$ cat src/hw/rtl/lpcd_pkg.sv
// ----------------------------------------------------------------------------
// lpcd_pkg
// Types, constants and codes shared by the page cache directory.
// ----------------------------------------------------------------------------
`timescale 1ns / 1ps

package lpcd_pkg;

	localparam int SLOT_COUNT_DEF = 8;
	localparam int PAGE_BYTES     = 256;
	localparam int ADDR_BITS      = 23;

	localparam int ADDRESS_W   = 23;
	localparam int PAGE_W      = 15;
	localparam int OFFSET_W    = 8;
	localparam int SLOT_W      = 3;
	localparam int OFFSET_BITS = $clog2(PAGE_BYTES);

	localparam logic [ADDRESS_W-1:0] ADDR_MASK =
		ADDRESS_W'((64'd1 << ADDR_BITS) - 64'd1);

	localparam logic MODE_READ  = 1'b0;
	localparam logic MODE_WRITE = 1'b1;

	typedef struct packed {
		logic                 mode;
		logic [ADDRESS_W-1:0] address;
	} req_t;

	typedef struct packed {
		logic                hit;
		logic [SLOT_W-1:0]   slot;
		logic                fill_needed;
		logic [PAGE_W-1:0]   page_number;
		logic [OFFSET_W-1:0] byte_offset;
	} rsp_t;

	typedef struct packed {
		logic load;
		logic lookup;
		logic commit;
	} dp_cmd_t;

	typedef enum logic [1:0] {
		ST_IDLE,
		ST_LOOKUP,
		ST_UPDATE
	} ctrl_state_t;

endpackage

$ cat src/hw/rtl/lpcd_stream_if.sv
// ----------------------------------------------------------------------------
// lpcd_stream_if
// Valid/ready channel that moves one payload beat per handshake.
// ----------------------------------------------------------------------------
`timescale 1ns / 1ps

interface lpcd_stream_if #(
	parameter type payload_t = logic
);
	logic     valid;
	logic     ready;
	payload_t data;

	modport source (output valid, output data, input ready);
	modport sink (input valid, input data, output ready);
endinterface

$ cat src/hw/rtl/lpcd_ctrl.sv
// ----------------------------------------------------------------------------
// lpcd_ctrl
// Sequencer: accept, tag lookup, recency update and result beat hand-off.
// ----------------------------------------------------------------------------
`timescale 1ns / 1ps

module lpcd_ctrl (
	input  logic              clk,
	input  logic              arst_n,
	input  logic              req_valid,
	output logic              req_ready,
	output logic              rsp_valid,
	input  logic              rsp_ready,
	output lpcd_pkg::dp_cmd_t cmd
);
	import lpcd_pkg::*;

	ctrl_state_t state_q;
	ctrl_state_t state_d;
	logic        rsp_valid_q;
	logic        commit;
	logic        accept;

	always_ff @(posedge clk or negedge arst_n) begin
		if (!arst_n) begin
			state_q     <= ST_IDLE;
			rsp_valid_q <= 1'b0;
		end else begin
			state_q <= state_d;
			if (commit) begin
				rsp_valid_q <= 1'b1;
			end else if (rsp_ready) begin
				rsp_valid_q <= 1'b0;
			end
		end
	end

	always_comb begin
		commit     = (state_q == ST_UPDATE) && (!rsp_valid_q || rsp_ready);
		req_ready  = (state_q == ST_IDLE) || commit;
		accept     = req_valid && req_ready;
		cmd.load   = accept;
		cmd.lookup = (state_q == ST_LOOKUP);
		cmd.commit = commit;
		state_d    = state_q;
		case (state_q)
			ST_IDLE: begin
				if (accept) begin
					state_d = ST_LOOKUP;
				end
			end
			ST_LOOKUP: begin
				state_d = ST_UPDATE;
			end
			ST_UPDATE: begin
				if (commit) begin
					state_d = accept ? ST_LOOKUP : ST_IDLE;
				end
			end
			default: begin
				state_d = ST_IDLE;
			end
		endcase
	end

	assign rsp_valid = rsp_valid_q;

endmodule

$ cat src/hw/rtl/lpcd_dpath.sv
// ----------------------------------------------------------------------------
// lpcd_dpath
// Tag store, parallel tag compare, age-rank recency order and result register.
// ----------------------------------------------------------------------------
`timescale 1ns / 1ps

module lpcd_dpath #(
	parameter int SLOT_COUNT = lpcd_pkg::SLOT_COUNT_DEF
) (
	input  logic              clk,
	input  logic              arst_n,
	input  lpcd_pkg::dp_cmd_t cmd,
	input  lpcd_pkg::req_t    req_data,
	output lpcd_pkg::rsp_t    rsp_data
);
	import lpcd_pkg::*;

	localparam int IDX_W = (SLOT_COUNT > 1) ? $clog2(SLOT_COUNT) : 1;
	localparam int CNT_W = $clog2(SLOT_COUNT + 1);

	logic                 mode_q;
	logic [PAGE_W-1:0]    page_q;
	logic [OFFSET_W-1:0]  offset_q;
	logic [PAGE_W-1:0]    tag_q [SLOT_COUNT];
	logic [IDX_W-1:0]     age_q [SLOT_COUNT];
	logic [CNT_W-1:0]     used_q;
	logic [SLOT_COUNT-1:0] match_q;
	logic [SLOT_COUNT-1:0] oldest_q;
	rsp_t                 rsp_q;

	logic [ADDRESS_W-1:0] addr_m;
	logic                 hit;
	logic                 full;
	logic                 fill;
	logic [IDX_W-1:0]     hit_idx;
	logic [IDX_W-1:0]     victim_idx;
	logic [IDX_W-1:0]     hit_age;
	logic [IDX_W-1:0]     where;
	logic [CNT_W-1:0]     thr;

	assign addr_m = req_data.address & ADDR_MASK;

	always_ff @(posedge clk) begin
		if (cmd.load) begin
			mode_q   <= req_data.mode;
			page_q   <= PAGE_W'(addr_m >> OFFSET_BITS);
			offset_q <= OFFSET_W'(addr_m[OFFSET_BITS-1:0]);
		end
	end

	always_ff @(posedge clk) begin
		if (cmd.lookup) begin
			for (int i = 0; i < SLOT_COUNT; i++) begin
				match_q[i]  <= (CNT_W'(i) < used_q) && (tag_q[i] == page_q);
				oldest_q[i] <= (age_q[i] == IDX_W'(SLOT_COUNT - 1));
			end
		end
	end

	always_comb begin
		hit        = |match_q;
		full       = (used_q == CNT_W'(SLOT_COUNT));
		fill       = (mode_q == MODE_READ) && !hit;
		hit_idx    = '0;
		victim_idx = '0;
		hit_age    = '0;
		for (int i = 0; i < SLOT_COUNT; i++) begin
			if (match_q[i]) begin
				hit_idx = hit_idx | IDX_W'(i);
				hit_age = hit_age | age_q[i];
			end
			if (oldest_q[i]) begin
				victim_idx = victim_idx | IDX_W'(i);
			end
		end
		if (hit) begin
			where = hit_idx;
			thr   = CNT_W'(hit_age);
		end else if (fill && full) begin
			where = victim_idx;
			thr   = CNT_W'(SLOT_COUNT - 1);
		end else if (fill) begin
			where = used_q[IDX_W-1:0];
			thr   = used_q;
		end else begin
			where = '0;
			thr   = '0;
		end
	end

	always_ff @(posedge clk or negedge arst_n) begin
		if (!arst_n) begin
			used_q <= '0;
		end else if (cmd.commit && fill && !full) begin
			used_q <= used_q + CNT_W'(1);
		end
	end

	always_ff @(posedge clk) begin
		if (cmd.commit && (mode_q == MODE_READ)) begin
			for (int i = 0; i < SLOT_COUNT; i++) begin
				if (IDX_W'(i) == where) begin
					age_q[i] <= '0;
				end else if ((CNT_W'(i) < used_q) && (CNT_W'(age_q[i]) < thr)) begin
					age_q[i] <= age_q[i] + IDX_W'(1);
				end
			end
			if (fill) begin
				tag_q[where] <= page_q;
			end
		end
	end

	always_ff @(posedge clk) begin
		if (cmd.commit) begin
			rsp_q.hit         <= hit;
			rsp_q.slot        <= SLOT_W'(where);
			rsp_q.fill_needed <= fill;
			rsp_q.page_number <= page_q;
			rsp_q.byte_offset <= offset_q;
		end
	end

	assign rsp_data = rsp_q;

endmodule

$ cat src/hw/rtl/lru_page_cache_directory.sv
// ----------------------------------------------------------------------------
// lru_page_cache_directory
// Fully associative page directory with least-recently-used replacement.
// ----------------------------------------------------------------------------
// Each request beat (mode, address) yields exactly one response beat. A read
// hit makes the page most recently used; a read miss takes the next free slot,
// or the least recently used slot once all are filled, and raises fill_needed.
// A write only reports hit and slot and leaves the directory unchanged; on a
// write miss the slot field is 0. An item passes a lookup state, with the
// parallel compare of all tags, and an update state, with the recency
// update and the response register. A new request is taken in the update
// state, so a new item can be taken before the last one is through while
// the response side keeps up; a held response beat stalls the update state.
`timescale 1ns / 1ps

module lru_page_cache_directory #(
	parameter int SLOT_COUNT = lpcd_pkg::SLOT_COUNT_DEF
) (
	input  logic                 clk,
	input  logic                 arst_n,
	lpcd_stream_if.sink          req,
	lpcd_stream_if.source        rsp
);
	import lpcd_pkg::*;

	dp_cmd_t cmd;
	rsp_t    rsp_data;
	req_t    req_data;

	assign req_data = req.data;

	lpcd_ctrl u_ctrl (
		.clk       (clk),
		.arst_n    (arst_n),
		.req_valid (req.valid),
		.req_ready (req.ready),
		.rsp_valid (rsp.valid),
		.rsp_ready (rsp.ready),
		.cmd       (cmd)
	);

	lpcd_dpath #(
		.SLOT_COUNT (SLOT_COUNT)
	) u_dpath (
		.clk      (clk),
		.arst_n   (arst_n),
		.cmd      (cmd),
		.req_data (req_data),
		.rsp_data (rsp_data)
	);

	assign rsp.data = rsp_data;

	a_commit_shows: assert property (@(posedge clk) disable iff (!arst_n)
		cmd.commit |=> rsp.valid)
		else $error("response beat missing after update");

	a_gap_after_accept: assert property (@(posedge clk) disable iff (!arst_n)
		(req.valid && req.ready) |=> !req.ready)
		else $error("request taken during lookup cycle");

	a_hit_no_fill: assert property (@(posedge clk) disable iff (!arst_n)
		rsp.valid |-> !(rsp.data.hit && rsp.data.fill_needed))
		else $error("hit and fill both set");

	a_write_miss_slot: assert property (@(posedge clk) disable iff (!arst_n)
		(rsp.valid && !rsp.data.hit && !rsp.data.fill_needed) |-> (rsp.data.slot == '0))
		else $error("nonzero slot on write miss");

endmodule

$ cat src/flat_wrapper.sv
// flat-port wrapper written by rule: the top's interface ports become plain ports
module lru_page_cache_directory_flat import lpcd_pkg::*;
#(
	parameter int SLOT_COUNT = lpcd_pkg::SLOT_COUNT_DEF
)
  (clk, arst_n, req_valid, req_data, req_ready, rsp_valid, rsp_data, rsp_ready);
  lpcd_stream_if #(.payload_t(req_t)) req_i ();
  lpcd_stream_if #(.payload_t(rsp_t)) rsp_i ();
  input  logic clk;
  input  logic arst_n;
  input wire logic [$bits(req_i.valid)-1:0] req_valid;
  input wire logic [$bits(req_i.data)-1:0] req_data;
  output wire logic [$bits(req_i.ready)-1:0] req_ready;
  output wire logic [$bits(rsp_i.valid)-1:0] rsp_valid;
  output wire logic [$bits(rsp_i.data)-1:0] rsp_data;
  input wire logic [$bits(rsp_i.ready)-1:0] rsp_ready;
  assign req_i.valid = req_valid;
  assign req_i.data = req_data;
  assign req_ready = req_i.ready;
  assign rsp_valid = rsp_i.valid;
  assign rsp_data = rsp_i.data;
  assign rsp_i.ready = rsp_ready;
  lru_page_cache_directory #(.SLOT_COUNT(SLOT_COUNT)) u_core (.clk(clk), .arst_n(arst_n), .req(req_i), .rsp(rsp_i));
endmodule
$ cat config.mk
export PLATFORM = sky130hd
export DESIGN_NAME = lru_page_cache_directory_flat
export DESIGN_NICKNAME = d
export VERILOG_FILES = /design/src/hw/rtl/lpcd_pkg.sv /design/src/hw/rtl/lpcd_stream_if.sv /design/src/hw/rtl/lpcd_ctrl.sv /design/src/hw/rtl/lpcd_dpath.sv /design/src/hw/rtl/lru_page_cache_directory.sv /design/src/flat_wrapper.sv
export SDC_FILE = /design/constraint.sdc
export NUM_CORES = 1
export LEC_CHECK = 0
export BUFFER_PORTS_ARGS = -buffer_cell sky130_fd_sc_hd__buf_4
export CORE_UTILIZATION = 61
export DETAILED_ROUTE_END_ITERATION = 8
export MAX_ROUTING_LAYER = met4
export PLACE_DENSITY_LB_ADDON = 0.3
export SYNTH_ARGS = -nofsm -noshare
export SYNTH_HDL_FRONTEND = slang
export SYNTH_SLANG_ARGS = --single-unit
$ cat constraint.sdc
create_clock -name clk -period 4.8 [get_ports clk]
set_input_delay 0.48 -clock clk [delete_from_list [all_inputs] [get_ports clk]]
set_output_delay 0.48 -clock clk [all_outputs]
set_load 0.02 [all_outputs]
# After elaboration in Yosys (flattened, before gate mapping)
# Memory sizes are Yosys's and may differ from the RTL's.
# Cells that the tools add are included.
dict set report op_classes {
  order_cmp 16
  muxes 101
  add_sub_neg 9
  eq_ne 28
  bitwise 16
  reduce_logical 33
}
# cell count
set op_table {}
lappend op_table {{$eq 15x15->1} 8}
lappend op_table {{$mux 3} 27}
lappend op_table {{$mux 1} 64}
lappend op_table {{$lt 3x4->1} 8}
lappend op_table {{$add 3x1->3 const B} 8}
lappend op_table {{$eq 3x3->1 const B} 8}
lappend op_table {{$logic_and 1x1->1} 23}
lappend op_table {{$or 3x3->3} 7}
lappend op_table {{$lt 3x4->1 const A} 4}
lappend op_table {{$eq 3x3->1 const A} 4}
lappend op_table {{$mux 2} 6}
lappend op_table {{$mux 4} 3}
lappend op_table {{$lt 1x4->1 const A} 2}
lappend op_table {{$lt 2x4->1 const A} 2}
lappend op_table {{$or 1x1->1} 8}
lappend op_table {{$reduce_or 8->1} 1}
lappend op_table {{$eq 2x3->1 const A} 2}
lappend op_table {{$pmux 2 s3} 1}
lappend op_table {{$add 4x1->4 const B} 1}
lappend op_table {{$eq 4x4->1 const B} 1}
lappend op_table {{$ne 2x2->1 const B} 2}
lappend op_table {{$eq 1x3->1 const A} 1}
lappend op_table {{$logic_not 1->1} 3}
lappend op_table {{$logic_not 3->1} 1}
lappend op_table {{other kinds (7)} 8}
dict set report totals {
  output_inout_bits 30
  register_bits 75
  word_cells 218
  memories 2
  ram_bits 144
  inputBits 28
}
# name depth word_bits rd rd_clocked_by_memory_dff wr line
set memory_table {}
lappend memory_table {u_core.u_dpath.tag_q 8 15 8 0 1 lpcd_dpath.sv:24} ;# logic [PAGE_W-1:0] tag_q [SLOT_COUNT];
lappend memory_table {u_core.u_dpath.age_q 8 3 8 0 8 lpcd_dpath.sv:25} ;# logic [IDX_W-1:0] age_q [SLOT_COUNT];

# Depth between registers and ports, before layout
# Gate-level depths: netlist (run 1).
# An unclocked memory read counts as a cell.
dict set report depth {
  word_depth 24
  ltp_mapped 11
  depth_no_buf 10
}

# Cells and area by module
# A second synthesis (run 1) with hierarchy kept.
dict set report hier_totals {
  cells_unflattened 619
  hier_area_um2 9497.9
}
# module cells_per_inst seq_area_each_um2 area_per_inst_um2 instances
set by_module_without_submodules {}
lappend by_module_without_submodules {lpcd_dpath 602 6436.2 9336.5 1}
lappend by_module_without_submodules {lpcd_ctrl 17 75.1 161.4 1}

# Worst setup path after synthesis (run 1)
# No wires, ideal clock.
dict set report synth_path {
  path_type {reg2reg}
  from {reg u_core.u_dpath.match_q[1]}
  to {mem u_core.u_dpath.tag_q[6][0], enable pin}
  setup_time_ns 0.406
  stages_incl_launch_ff 9
  period_less_slack_ns 3.532
  arrival_ns 3.126
  required_ns 4.394
  n_path_buf 2
  setup_slack_ns 1.268
  path_cell_list {edfxtp_1 -> or4_1 -> or3_1 -> buf_2 -> o211a_1 -> buf_6 -> clkinv_1 -> nand2_1 -> nor3_1}
}
dict set report synth_via {
  word_cells_on_any_way 17
  classes_between {mux: 13; reduce/logical: 4}
}
# item line
set synth_lines {}
lappend synth_lines {{from (decl)} lpcd_dpath.sv:27} ;# logic [SLOT_COUNT-1:0] match_q;
lappend synth_lines {{from (signal, indexed assignment)} lpcd_dpath.sv:54} ;# match_q[i] <= (CNT_W'(i) < used_q) && (tag_q[i] == page_q);
lappend synth_lines {{$reduce_or 8->1 (*)} lpcd_dpath.sv:61} ;# hit = |match_q;
lappend synth_lines {{$logic_not 1->1} lpcd_dpath.sv:63} ;# fill = (mode_q == MODE_READ) && !hit;
lappend synth_lines {{$logic_and 1x1->1} lpcd_dpath.sv:63}
lappend synth_lines {{$mux 3 / $logic_and 1x1->1 (equally long branches)} {lpcd_dpath.sv:82, lpcd_dpath.sv:79}}
lappend synth_lines {{$mux 3} lpcd_dpath.sv:79} ;# end else if (fill && full) begin
lappend synth_lines {{$mux 3 (*)} lpcd_dpath.sv:76} ;# if (hit) begin
lappend synth_lines {{net u_core.u_dpath.where[2]} lpcd_dpath.sv:38} ;# logic [IDX_W-1:0] where;
lappend synth_lines {{to (decl)} lpcd_dpath.sv:24}
# Mark *: on every way through the listed nets, which the timed path passes. The rest lies on a longest branch.

==> results of run 1 <==
==> logic make-up (layout without fill, tap and decap cells) <==
kind of cell	Yosys count	in the layout	synth area share (%)
adder cells (fa/ha/maj)	33	33	4.36
multiplexers	3	3	0.331
AND/OR/NAND/NOR	129	129	7.79
flip-flops	218	218	68.8
buffers and inverters	37	121	1.80
AO/OA/AOI/OAI	71	71	5.45
XOR/XNOR	124	124	11.5
==> cell type report <==
class / instances / area, um^2
clock buffer: 26 / 587
clock inverter: 13 / 141
fill: 961 / 4270
inverter: 9 / 33.8
multi-input combinational: 360 / 2820
sequential: 218 / 6510
tap: 188 / 235
timing repair buffer: 73 / 551
==> per-stage QoR <==
step | setup WS, ps | cells
3_5_place_dp | 1080 | 847
3_3_place_gp | 1170 | 847
4_1_cts | 1060 | 887
5_1_grt | 761 | 887
2_1_floorplan | 1270 | 615
6_report | 1030 | 887
==> cell usage in the layout, fill, tap and decap left out, types with 4 or more instances in the layout <==
cell | netlist | layout
nor4b_1 | 4 | 4
edfxtp_1 | 211 | 211
buf_4 | 0 | 72
nor2_1 | 14 | 13
clkinvlp_4 | 0 | 5
inv_1 | 6 | 6
or4_1 | 5 | 5
a2111oi_0 | 5 | 5
ha_1 | 33 | 33
a22oi_1 | 8 | 8
nor3_1 | 21 | 16
nand3_1 | 7 | 7
clkbuf_16 | 0 | 23
o2111ai_1 | 4 | 4
o21ai_1 | 5 | 5
xor2_1 | 36 | 36
a21oi_1 | 8 | 8
xnor2_1 | 88 | 88
o22ai_1 | 10 | 10
o21a_1 | 7 | 7
nand4_1 | 25 | 25
dfrtp_1 | 7 | 7
nor3_2 | 1 | 6
clkinv_2 | 0 | 4
nor4_1 | 21 | 21
o21ai_0 | 4 | 4
nand2_1 | 14 | 14
==> worst max path at each step <==
| stage | start | endpoint | slack [ps] |
|---|---|---|---|
| final | u_core.u_dpath.match_q[3] | u_core.u_dpath.age_q[1][7] | 1030 |
| after global routing | u_core.u_dpath.match_q[3] | u_core.u_dpath.age_q[1][0] | 760 |
| after CTS | u_core.u_dpath.match_q[3] | u_core.u_dpath.tag_q[7][4] | 1060 |
| after detailed placement | u_core.u_dpath.match_q[3] | u_core.u_dpath.tag_q[7][5] | 1080 |
| after global placement | u_core.u_dpath.match_q[3] | u_core.u_dpath.tag_q[7][5] | 1170 |
| after floorplan | u_core.u_dpath.match_q[1] | u_core.u_dpath.tag_q[6][0] | 1270 |
==> flip-flops by register name (all words and copies together) (netlist names) <==
signal and count:
u_core.u_ctrl.rsp_valid 1, u_core.u_ctrl.state_q 2, u_core.u_dpath.age_q 24, u_core.u_dpath.match_q 8, u_core.u_dpath.mode_q 1, u_core.u_dpath.offset_q 8
u_core.u_dpath.oldest_q 7, u_core.u_dpath.page_q 15, u_core.u_dpath.rsp_data 28, u_core.u_dpath.tag_q 120, u_core.u_dpath.used_q 4
==> per-layer routing <==
metal | routed length [um] | vias up
li1 | - | 2511
met1 | 9250 | 2720
met2 | 9350 | 176
met3 | 1120 | 39
met4 | 522 | 0
met5 | 0 | -
==> worst max-delay path: cells and delay by family, from the launching register on <==
kind,cells,cell delay [ps]
flip-flops,1,480
AO/OA/AOI/OAI,4,1470
AND/OR/NAND/NOR,2,1200
adder cells (fa/ha/maj),1,290
==> report_power, final <==
part           switching (mW)  internal (mW)
clock network           0.716          0.993
registers              0.0575           2.15
logic                   0.154          0.105
total                   0.928           3.24
==> impl_results.md, run 1 <==
* Sequential element share of the synthesized area at slightly below 70%
* Area share of the leading cell type in the synthesized netlist at roughly two thirds
* Highest ir drop seen on vdd at approximately 0.35 mV
* Crit end category: flop
* Start of the worst register-to-register path: u_core.u_dpath.match_q[3]
* Primary FF master, synth: edfxtp_1
* MaxCap Viol Count at 0
* Commonest cells post-synth: edfxtp_1 (211), xnor2_1 (88), xor2_1 (36)
* Via-per-instance ratio at approximately 6
* Mean routed wirelength per cell at 22.8 um
* Number of nets in the synthesized netlist at about 680
* Number of global-route vias before repair at ~5500
* Critical Path Fanout Max at 16
* Post-CTS setup repair buffer count at 0
* Via count at roughly 5400
* Final hold violation count at 0
* Clock sink count at 218
* Number of antenna-violating nets in the routed design at 0
* Mapped Cells at 615
* Synth area leaders: edfxtp_1 (67%), xnor2_1 (8.1%), ha_1 (4.4%), xor2_1 (3.3%), dfrtp_1 (1.9%)
* Number of cells traversed by the worst register-to-register path at 7
* Power density relative to cell area at between 300 and 400 mW/mm^2
* Class of the tightest hold or removal check: input port to flop
* GR Util met2 at between 40% and 50%
* Estimated wirelength of the detail-placed design at around 14000 um
* Overall Power at about 4.2 mW
* Met3 usage at under 10%
* DRT Wirelength at roughly 20000 um
* Wire length of the first global-routing pass at ~32000 um
* Site row count at 45
* WHS Path Cells at 1
* Clock Tree Buf Depth at 3
* Worst-margin pin slew at around 1100 ps
* Number of pins exceeding their max-slew limit in the final report at 0
* Die Y-Extent at about 130 um
* Critical path required time at between 4000 and 5000 ps
* Cell chosen for the clock root: clkbuf_16
* Post-synth top area cell: edfxtp_1
* Total of hold buffers inserted after clock tree synthesis at 1
* Status: completed
* # IOs at 58
* Relative slew slack at a little under a quarter
* Critical R2R Capture: u_core.u_dpath.age_q[1][7]
* Fraction of layout cells with a size suffix above 1 at 17.3%
* Die outline width at between 100 and 150 um
* Number of antenna violations at the first check in global routing at 0
* Number of diodes added for antenna fixing at 0
* Post-synth EDFFs at ~210
* Critical path arrival at approximately 4000 ps
* Register-to-register setup slack at about 1000 ps
* Effective utilization at floorplan at between 60% and 70%
* CP max-delay cell: or3_1
* Post-cts sizing count at 0
* Leak pwr at 3.57 nW
* Start point of the worst min-delay path: req_data[11]
* Startpoint type of the worst setup path: flop
* Worst clock skew on the final layout at approximately 8.4 ps
* Mean cell area of the mapped netlist at around 15 um^2
* Syn-to-layout area delta at 14.9%
* Mapped Area at between 0.009 and 0.01 mm^2
* Maximum number of pins on one net before global-route repair at 29
* Maximum cell stage delay along the critical path at roughly 640 ps
* Count of input and output buffers at 57
* Count of cell types in the netlist at 56
* Detailed-routing iteration count for the pre-antenna-repair pass at 5
* Final estimated routing congestion in global placement at ~0.89
* NumNets Final at 746
* Clock slew seen by the registers of the worst setup and hold paths at about 60 ps
* Final cell utilization of the core at between 70 and 80%
* WHS Endpoint: u_core.u_dpath.page_q[3]
* Final Hold Slack at between 100 and 150 ps
* Count of warnings emitted by yosys at 0
* Total number of H-tree levels at 1
* Sum of negative setup slack at 0 ps
* Post-DP Area at 0.0101 mm^2
* Asr flop ratio synth at 3.21%
* WS Path Type: flop to flop
* TritonCTS clock tree: done
* Post-synthesis register bit count at ~220
* Unrepaired setup endpoints after global routing: false
* Post-route DRC at 0
* Worst-Skew Late Latency at approximately 520 ps
* Final setup violation count at 0
* First DRT Iteration DRCs at 412
* Fmax at around 0.27 GHz
* Global-route total usage across every layer at between 20% and 30%
* Overflow after GRT at 0
* Floorplan die area at approximately 0.016 mm^2
* Period Utilization, post-route at about four fifths
* Final min period at 3770 ps
* Summed area of non-filler cells in the final layout at 0.0109 mm^2
* Most used standard cell by instance count after synthesis: edfxtp_1
* Met1 Use GR at a little under two fifths
* Critical path cell sequence: or4_1, or3_1, o2111a_1, ha_1, a2111oi_0, o21ai_1, a21oi_1
* Total CTS buffers at 23
* Total core area at approximately 0.015 mm^2
* Most Used Layer, Global Route: met2
Power figures use the tool's default switching activity.
==> run 2: changes to the inputs <==
ABC_AREA = 1   (was default)
CORE_UTILIZATION = 55   (was 61)
clock period = 3.4 ns   (was 4.8 ns; I/O delays follow)
==> impl_results.md, run 2 <==
* Status: completed (unchanged)
* Final standard cell count with taps included and fillers excluded at 1137 (was 887)
* NumNets Final at 956 (was 746)
* Die outline width at 137 um (was 127 um)
* Cell chosen for the clock root: clkbuf_16 (unchanged)
* Post-route DRC at 0 (unchanged)
* WS Path Type: flop to flop (unchanged)
* Highest ir drop seen on vdd at 0.469 mV (was 0.350 mV)
* Commonest cells post-synth: edfxtp_1 (211), nand2_1 (138), inv_1 (71) (was edfxtp_1 (211), xnor2_1 (88), xor2_1 (36))
* Wire length of the first global-routing pass at 32100 um (was 31500 um)
* Fraction of layout cells with a size suffix above 1 at 19.8% (was 17.3%)
* Mapped Area at 0.00998 mm^2 (was 0.00946 mm^2)
* Power density relative to cell area at 508 mW/mm^2 (was 384 mW/mm^2)
* Overflow after GRT at 0 (unchanged)
* Total CTS buffers at 23 (unchanged)
* Number of antenna-violating nets in the routed design at 0 (unchanged)
* Startpoint type of the worst setup path: flop (unchanged)
* Detailed-routing iteration count for the pre-antenna-repair pass at 4 (was 5)
* Relative slew slack at 16.8% (was 23.3%)
* Most common cell after layout, fill and taps aside: edfxtp_1 (unchanged)
* Die Y-Extent at 137 um (was 127 um)
* First DRT Iteration DRCs at 445 (was 412)
* Sum of negative setup slack at 0 ps (unchanged)
* Site row count at 48 (was 45)
* Mean cell area of the mapped netlist at 12.7 um^2 (was 15.4 um^2)
* Post-synth EDFFs at 211 (unchanged)
* Syn-to-layout area delta at 17.2% (was 14.9%)
* Register name with the most flops: u_core.u_dpath.tag_q (unchanged)
* Leak pwr at 4.36 nW (was 3.57 nW)
* Placed insts at 1070 (was 847)
* Number of antenna violations at the first check in global routing at 0 (unchanged)
* Count of cell types in the netlist at 46 (was 56)
* TritonCTS clock tree: done (unchanged)
* Count of input and output buffers at 57 (unchanged)
* Most used standard cell by instance count after synthesis: edfxtp_1 (unchanged)
* Most frequent cells in the layout: edfxtp_1 (211), nand2_1 (138), buf_4 (73), inv_1 (71), xnor2_1 (69) (was edfxtp_1 (211), xnor2_1 (88), buf_4 (72), xor2_1 (36), ha_1 (33))
* Period Utilization, post-route at 86.0% (was 78.6%)
* Combined area of the multi-input logic cells at 0.00311 mm^2 (was 0.00282 mm^2)
* Synth area leaders: edfxtp_1 (63%), xnor2_1 (6.1%), nand2_1 (5.2%), ha_1 (4.1%), inv_1 (2.7%) (was edfxtp_1 (67%), xnor2_1 (8.1%), ha_1 (4.4%), xor2_1 (3.3%), dfrtp_1 (1.9%))
* Primary FF master, synth: edfxtp_1 (unchanged)
* Worst-margin pin slew at 1250 ps (was 1140 ps)
* Number of pins exceeding their max-slew limit in the final report at 0 (unchanged)
* Critical path arrival at 3120 ps (was 3960 ps)
* Asr flop ratio synth at 3.21% (unchanged)
* Unrepaired setup endpoints after global routing: false (unchanged)
* MaxCap Viol Count at 0 (unchanged)
* Number of nets in the synthesized netlist at 850 (was 676)
* # IOs at 58 (unchanged)
* Critical path required time at 3590 ps (was 4990 ps)
* Clock Tree Buf Depth at 3 (unchanged)
* Effective utilization at floorplan at 56.9% (was 62.5%)
* Area occupied by registers at 0.00651 mm^2 (unchanged)
* Clock slew seen by the registers of the worst setup and hold paths at 60 ps (about the same)
* Max reg flops at 120 (unchanged)
* Filler cells at 1271 (was 961)
* Floorplan die area at 0.0187 mm^2 (was 0.0160 mm^2)
* Post-synth top area cell: edfxtp_1 (unchanged)
* Final setup violation count at 0 (unchanged)
* Mapped Cells at 789 (was 615)
* Number of global-route vias before repair at 6033 (was 5540)
* Final hold violation count at 0 (unchanged)
* Maximum number of pins on one net before global-route repair at 29 (unchanged)
* Area share of the leading cell type in the synthesized netlist at 63.5% (was 66.9%)
* Via-per-instance ratio at 5.45 (was 6.14)
* Sequential element share of the synthesized area at 65.2% (was 68.8%)
* Critical Path Fanout Max at 8 (was 16)
* Placement Setup Slack at 104 ps (was 1080 ps)
* DRT Wirelength at 21000 um (was 20200 um)
* Final setup margin at 477 ps (was 1030 ps)
* Worst-Skew Late Latency at 520 ps (about the same)
* Clock sink count at 218 (unchanged)
* Class of the tightest hold or removal check: input port to flop (unchanged)
* Count of warnings emitted by yosys at 0 (unchanged)
* Post-synthesis register bit count at 218 (unchanged)
* Mean routed wirelength per cell at 18.5 um (was 22.8 um)
* Final estimated routing congestion in global placement at 0.935 (was 0.889)
* Number of diodes added for antenna fixing at 0 (unchanged)
* Worst clock skew on the final layout at 9.51 ps (was 8.36 ps)
* Total core area at 0.0175 mm^2 (was 0.0151 mm^2)
* Final min period at 2920 ps (was 3770 ps)
* Via count at 6194 (was 5446)
* Estimated wirelength of the detail-placed design at 14100 um (was 13700 um)
* Overall Power at 5.94 mW (was 4.17 mW)
* Fmax at 0.342 GHz (was 0.265 GHz)
* Total number of H-tree levels at 1 (unchanged)
* Global-route total usage across every layer at 24.0% (was 27.3%)
* Post-CTS setup repair buffer count at 0 (unchanged)
* Crit end category: flop (unchanged)
## run 2: cell count changes after synthesis, sizes merged, moves of 12 or more
| cell | delta |
|---|---|
| xor2 | -29 |
| xnor2 | -19 |
| nand2 | +140 |
| nand3 | +12 |
| nor2 | +33 |
| or2 | +17 |
| nor4 | -17 |
| clkbuf | -13 |
| inv | +70 |
## run 2: final timing paths
kind                                             from                          to  slack, ps  cells past startpoint
max                          u_core.u_dpath.used_q[1]  u_core.u_dpath.age_q[1][7]        480                     13
min                                         req_valid    u_core.u_ctrl.state_q[0]         40                      2
max reg2reg                  u_core.u_dpath.used_q[1]  u_core.u_dpath.age_q[1][7]        480                     13
min reg2reg                u_core.u_dpath.offset_q[0]  u_core.u_dpath.rsp_data[0]        420                      0
max in group asynchronous                      arst_n    u_core.u_dpath.used_q[3]       3110                      2
min in group asynchronous                      arst_n    u_core.u_ctrl.state_q[0]        170                      2
## run 2: area by class of cell
class	instances	share of cell area, %
inverter	78	2.50
sequential	218	55.7
multi-input combinational	476	26.6
clock buffer	28	5.08
timing repair buffer	98	6.82
tap	225	2.41
clock inverter	14	0.931
## run 2: through the flow
step	hold slack [ps]	instance area [um^2]	utilization [%]
finish	39.4	11700	66.7
global route	38.0	11700	66.7
CTS	25.7	11700	66.7
detailed placement	155	10700	61.2
global placement	153	10700	61.2
floorplan	44.4	9980	-
## run 2: metal layers
metal	vias to the layer above	track usage [%]	share of wire, %
li1	2978	-	-
met1	3012	29.7	43
met2	152	40.0	50
met3	52	3.89	4.8
met4	0	8.58	3.0
met5	-	-	0
## run 2: cell families (layout without fill, tap and decap cells)
kind of cell    after synthesis  count (layout)  share of synthesized area, %
simple gates                309             309                          16.2
flops                       218             218                          65.2
buf+inv                      95             218                          3.75
xor+xnor                     76              76                          6.67
compound gates               58              58                          4.07
fa+ha+maj                    33              33                          4.14
## run 2: power breakdown
part | switching (mW) | leakage [nW] | total (mW) | internal [mW]
Combinational | 0.279 | 2.01 | 0.463 | 0.184
Clock | 1.01 | 0.351 | 2.35 | 1.33
Sequential | 0.0886 | 2.00 | 3.13 | 3.04
## run 2: timing repair
item                                    CTS  global route
gates resized for setup                   0             1
hold endpoints to repair                 31             0
hold buffers                             25             0
endpoints found under the setup margin    0            18
## run 2: critical path: stages, from the launching register on
cell	delay [ps]
dfrtp_1	380
inv_1	130
ha_1	280
nand3_4	200
inv_2	50
nand3_1	90
nand2_1	70
nor3_2	500
ha_1	350
nand2_1	60
inv_1	40
nand2_1	60
nand2_1	90
o21ai_1	280
==> run 3: changes to the inputs <==
BUFFER_PORTS_ARGS = -buffer_cell sky130_fd_sc_hd__buf_2   (was -buffer_cell sky130_fd_sc_hd__buf_4)
==> impl_results.md, run 3 (synthesis results as in run 2) <==
* Final cell utilization of the core at 66.1% (was 66.7%)
* Detailed-routing iteration count for the pre-antenna-repair pass at 5 (was 4)
* Leak pwr at 4.34 nW (was 4.36 nW)
* NumNets Final at 957 (was 956)
* Register name with the most flops: u_core.u_dpath.tag_q (unchanged)
* Status: completed (unchanged)
* Die Y-Extent at 137 um (unchanged)
* Critical path cell sequence: inv_1, ha_1, nand3_4, nand2_1, nand3_2, nand4_1, inv_1, ha_1, nand2_1, nand2_1, nand2_1, nand2_1, o21ai_1 (was inv_1, ha_1, nand3_4, inv_2, nand3_1, nand2_1, nor3_2, ha_1, nand2_1, inv_1, nand2_1, nand2_1, o21ai_1)
* Worst-Skew Late Latency at 510 ps (was 520 ps)
* Via-per-instance ratio at 5.38 (was 5.45)
* Maximum number of pins on one net before global-route repair at 29 (unchanged)
* Cell chosen for the clock root: clkbuf_16 (unchanged)
* Fraction of layout cells with a size suffix above 1 at 20.5% (was 19.8%)
* First DRT Iteration DRCs at 393 (was 445)
* Class of the tightest hold or removal check: input port to flop (unchanged)
* Effective utilization at floorplan at 56.9% (unchanged)
* Final hold violation count at 0 (unchanged)
* Clock Tree Buf Depth at 3 (unchanged)
* Sum of negative setup slack at 0 ps (unchanged)
* Dominant delay contributor by cell family on the critical path: simple AND/OR/NAND/NOR gates (unchanged)
* Worst clock skew on the final layout at 8.85 ps (was 9.51 ps)
* Fmax at 0.360 GHz (was 0.342 GHz)
* Final setup violation count at 0 (unchanged)
* Crit end category: flop (unchanged)
* Die outline width at 137 um (unchanged)
* Wire length of the first global-routing pass at 32600 um (was 32100 um)
* Number of antenna-violating nets in the routed design at 0 (unchanged)
* Number of pins exceeding their max-slew limit in the final report at 0 (unchanged)
* CP max-delay cell: dfrtp_1 (was nor3_2)
* Post-CTS setup repair buffer count at 0 (unchanged)
* DRT Wirelength at 20200 um (was 21000 um)
* Site row count at 48 (unchanged)
* Overflow after GRT at 0 (unchanged)
* Highest ir drop seen on vdd at 0.465 mV (was 0.469 mV)
* Clock sink count at 218 (unchanged)
* Syn-to-layout area delta at 16.1% (was 17.2%)
* Final estimated routing congestion in global placement at 0.874 (was 0.935)
* Mean routed wirelength per cell at 17.8 um (was 18.5 um)
* Final min period at 2780 ps (was 2920 ps)
* Total core area at 0.0175 mm^2 (unchanged)
* Number of antenna violations at the first check in global routing at 0 (unchanged)
* Count of input and output buffers at 57 (unchanged)
* Number of diodes added for antenna fixing at 0 (unchanged)
* Estimated wirelength of the detail-placed design at 13700 um (was 14100 um)
* MaxCap Viol Count at 0 (unchanged)
* # IOs at 58 (unchanged)
* Most common cell after layout, fill and taps aside: edfxtp_1 (unchanged)
* Most frequent cells in the layout: edfxtp_1 (211), nand2_1 (138), inv_1 (71), xnor2_1 (69), buf_2 (57) (was edfxtp_1 (211), nand2_1 (138), buf_4 (73), inv_1 (71), xnor2_1 (69))
* Startpoint type of the worst setup path: flop (unchanged)
* Relative slew slack at 38.7% (was 16.8%)
* Period Utilization, post-route at 81.7% (was 86.0%)
* Maximum cell stage delay along the critical path at 400 ps (was 500 ps)
* Number of global-route vias before repair at 6259 (was 6033)
* Clock slew seen by the registers of the worst setup and hold paths at 60 ps (about the same)
* Power density relative to cell area at 519 mW/mm^2 (was 508 mW/mm^2)
* Unrepaired setup endpoints after global routing: false (unchanged)
* Total CTS buffers at 23 (unchanged)
* Worst-margin pin slew at 920 ps (was 1250 ps)
* Total number of H-tree levels at 1 (unchanged)
* Post-route DRC at 0 (unchanged)
* Via count at 6114 (was 6194)
* Worst Path Buf+Inv at 2 (was 3)
* Critical Path Fanout Max at 8 (unchanged)
* Global-route total usage across every layer at 24.1% (was 24.0%)
* Max reg flops at 120 (unchanged)
* Cell seen most often among critical-path stages: nand2_1 (unchanged)
* Critical path arrival at 2970 ps (was 3120 ps)
* WS Path Type: flop to flop (unchanged)
* Floorplan die area at 0.0187 mm^2 (unchanged)
* TritonCTS clock tree: done (unchanged)
* Critical path required time at 3590 ps (about the same)
==> run 3: cell types whose count changed in the layout (fill, tap and decap cells not counted), moves of 3 or more <==
cell | previous run | this run
dlygate4sd3_1 | 25 | 22
buf_4 | 73 | 20
buf_2 | 0 | 57
clkinv_1 | 5 | 2
==> run 3: layout make-up <==
cell class                 count  area [um^2]
tap                          225          282
sequential                   218         6510
clock inverter                15          158
timing repair buffer          99          656
multi-input combinational    476         3100
inverter                      78          293
clock buffer                  26          587
fill                        1312         5950
==> run 3: timing repair <==
| action | 4_1_cts | 5_1_grt |
|---|---|---|
| hold buffers | 21 | 1 |
| gates resized for setup | 0 | 0 |
| hold endpoints to repair | 27 | 1 |
==> run 3: layer usage <==
| layer | vias up | GRT usage, % | wire (um) |
|---|---|---|---|
| li1 | 2985 | - | - |
| met1 | 2936 | 30.0 | 8600 |
| met2 | 155 | 40.4 | 9980 |
| met3 | 38 | 3.67 | 1030 |
| met4 | 0 | 7.96 | 583 |
| met5 | - | - | 0 |
==> run 3: power breakdown <==
group / switching, mW / internal, mW
logic: 0.282 / 0.164
clock network: 0.982 / 1.47
registers: 0.0797 / 3.04
==> run 3: worst paths after layout <==
path,from,end,slack [ps],depth (start not counted)
setup reg to reg,u_core.u_dpath.used_q[1],u_core.u_dpath.age_q[1][8],620,13
hold / removal,req_data[5],u_core.u_dpath.offset_q[5],20,1
min in group asynchronous,arst_n,u_core.u_ctrl.rsp_valid,200,2
max in group asynchronous,arst_n,u_core.u_ctrl.state_q[1],3040,2
hold reg to reg,u_core.u_dpath.offset_q[4],u_core.u_dpath.rsp_data[4],420,0
setup / recovery,u_core.u_dpath.used_q[1],u_core.u_dpath.age_q[1][8],620,13
==> run 3: metrics by stage <==
stage / worst slack, ps / power, mW / cell area, um^2 / hold slack (ps) / cells
after detailed placement: 656 / 3.60 / 10600 / 179 / 1074
final: 621 / 6.02 / 11600 / 16.2 / 1137
after global routing: 393 / 6.23 / 11600 / 1.63 / 1137
after floorplan: 396 / 3.44 / 9980 / 44.4 / 789
after CTS: 637 / 6.06 / 11600 / 0.935 / 1136
after global placement: 762 / 3.58 / 10600 / 180 / 1074
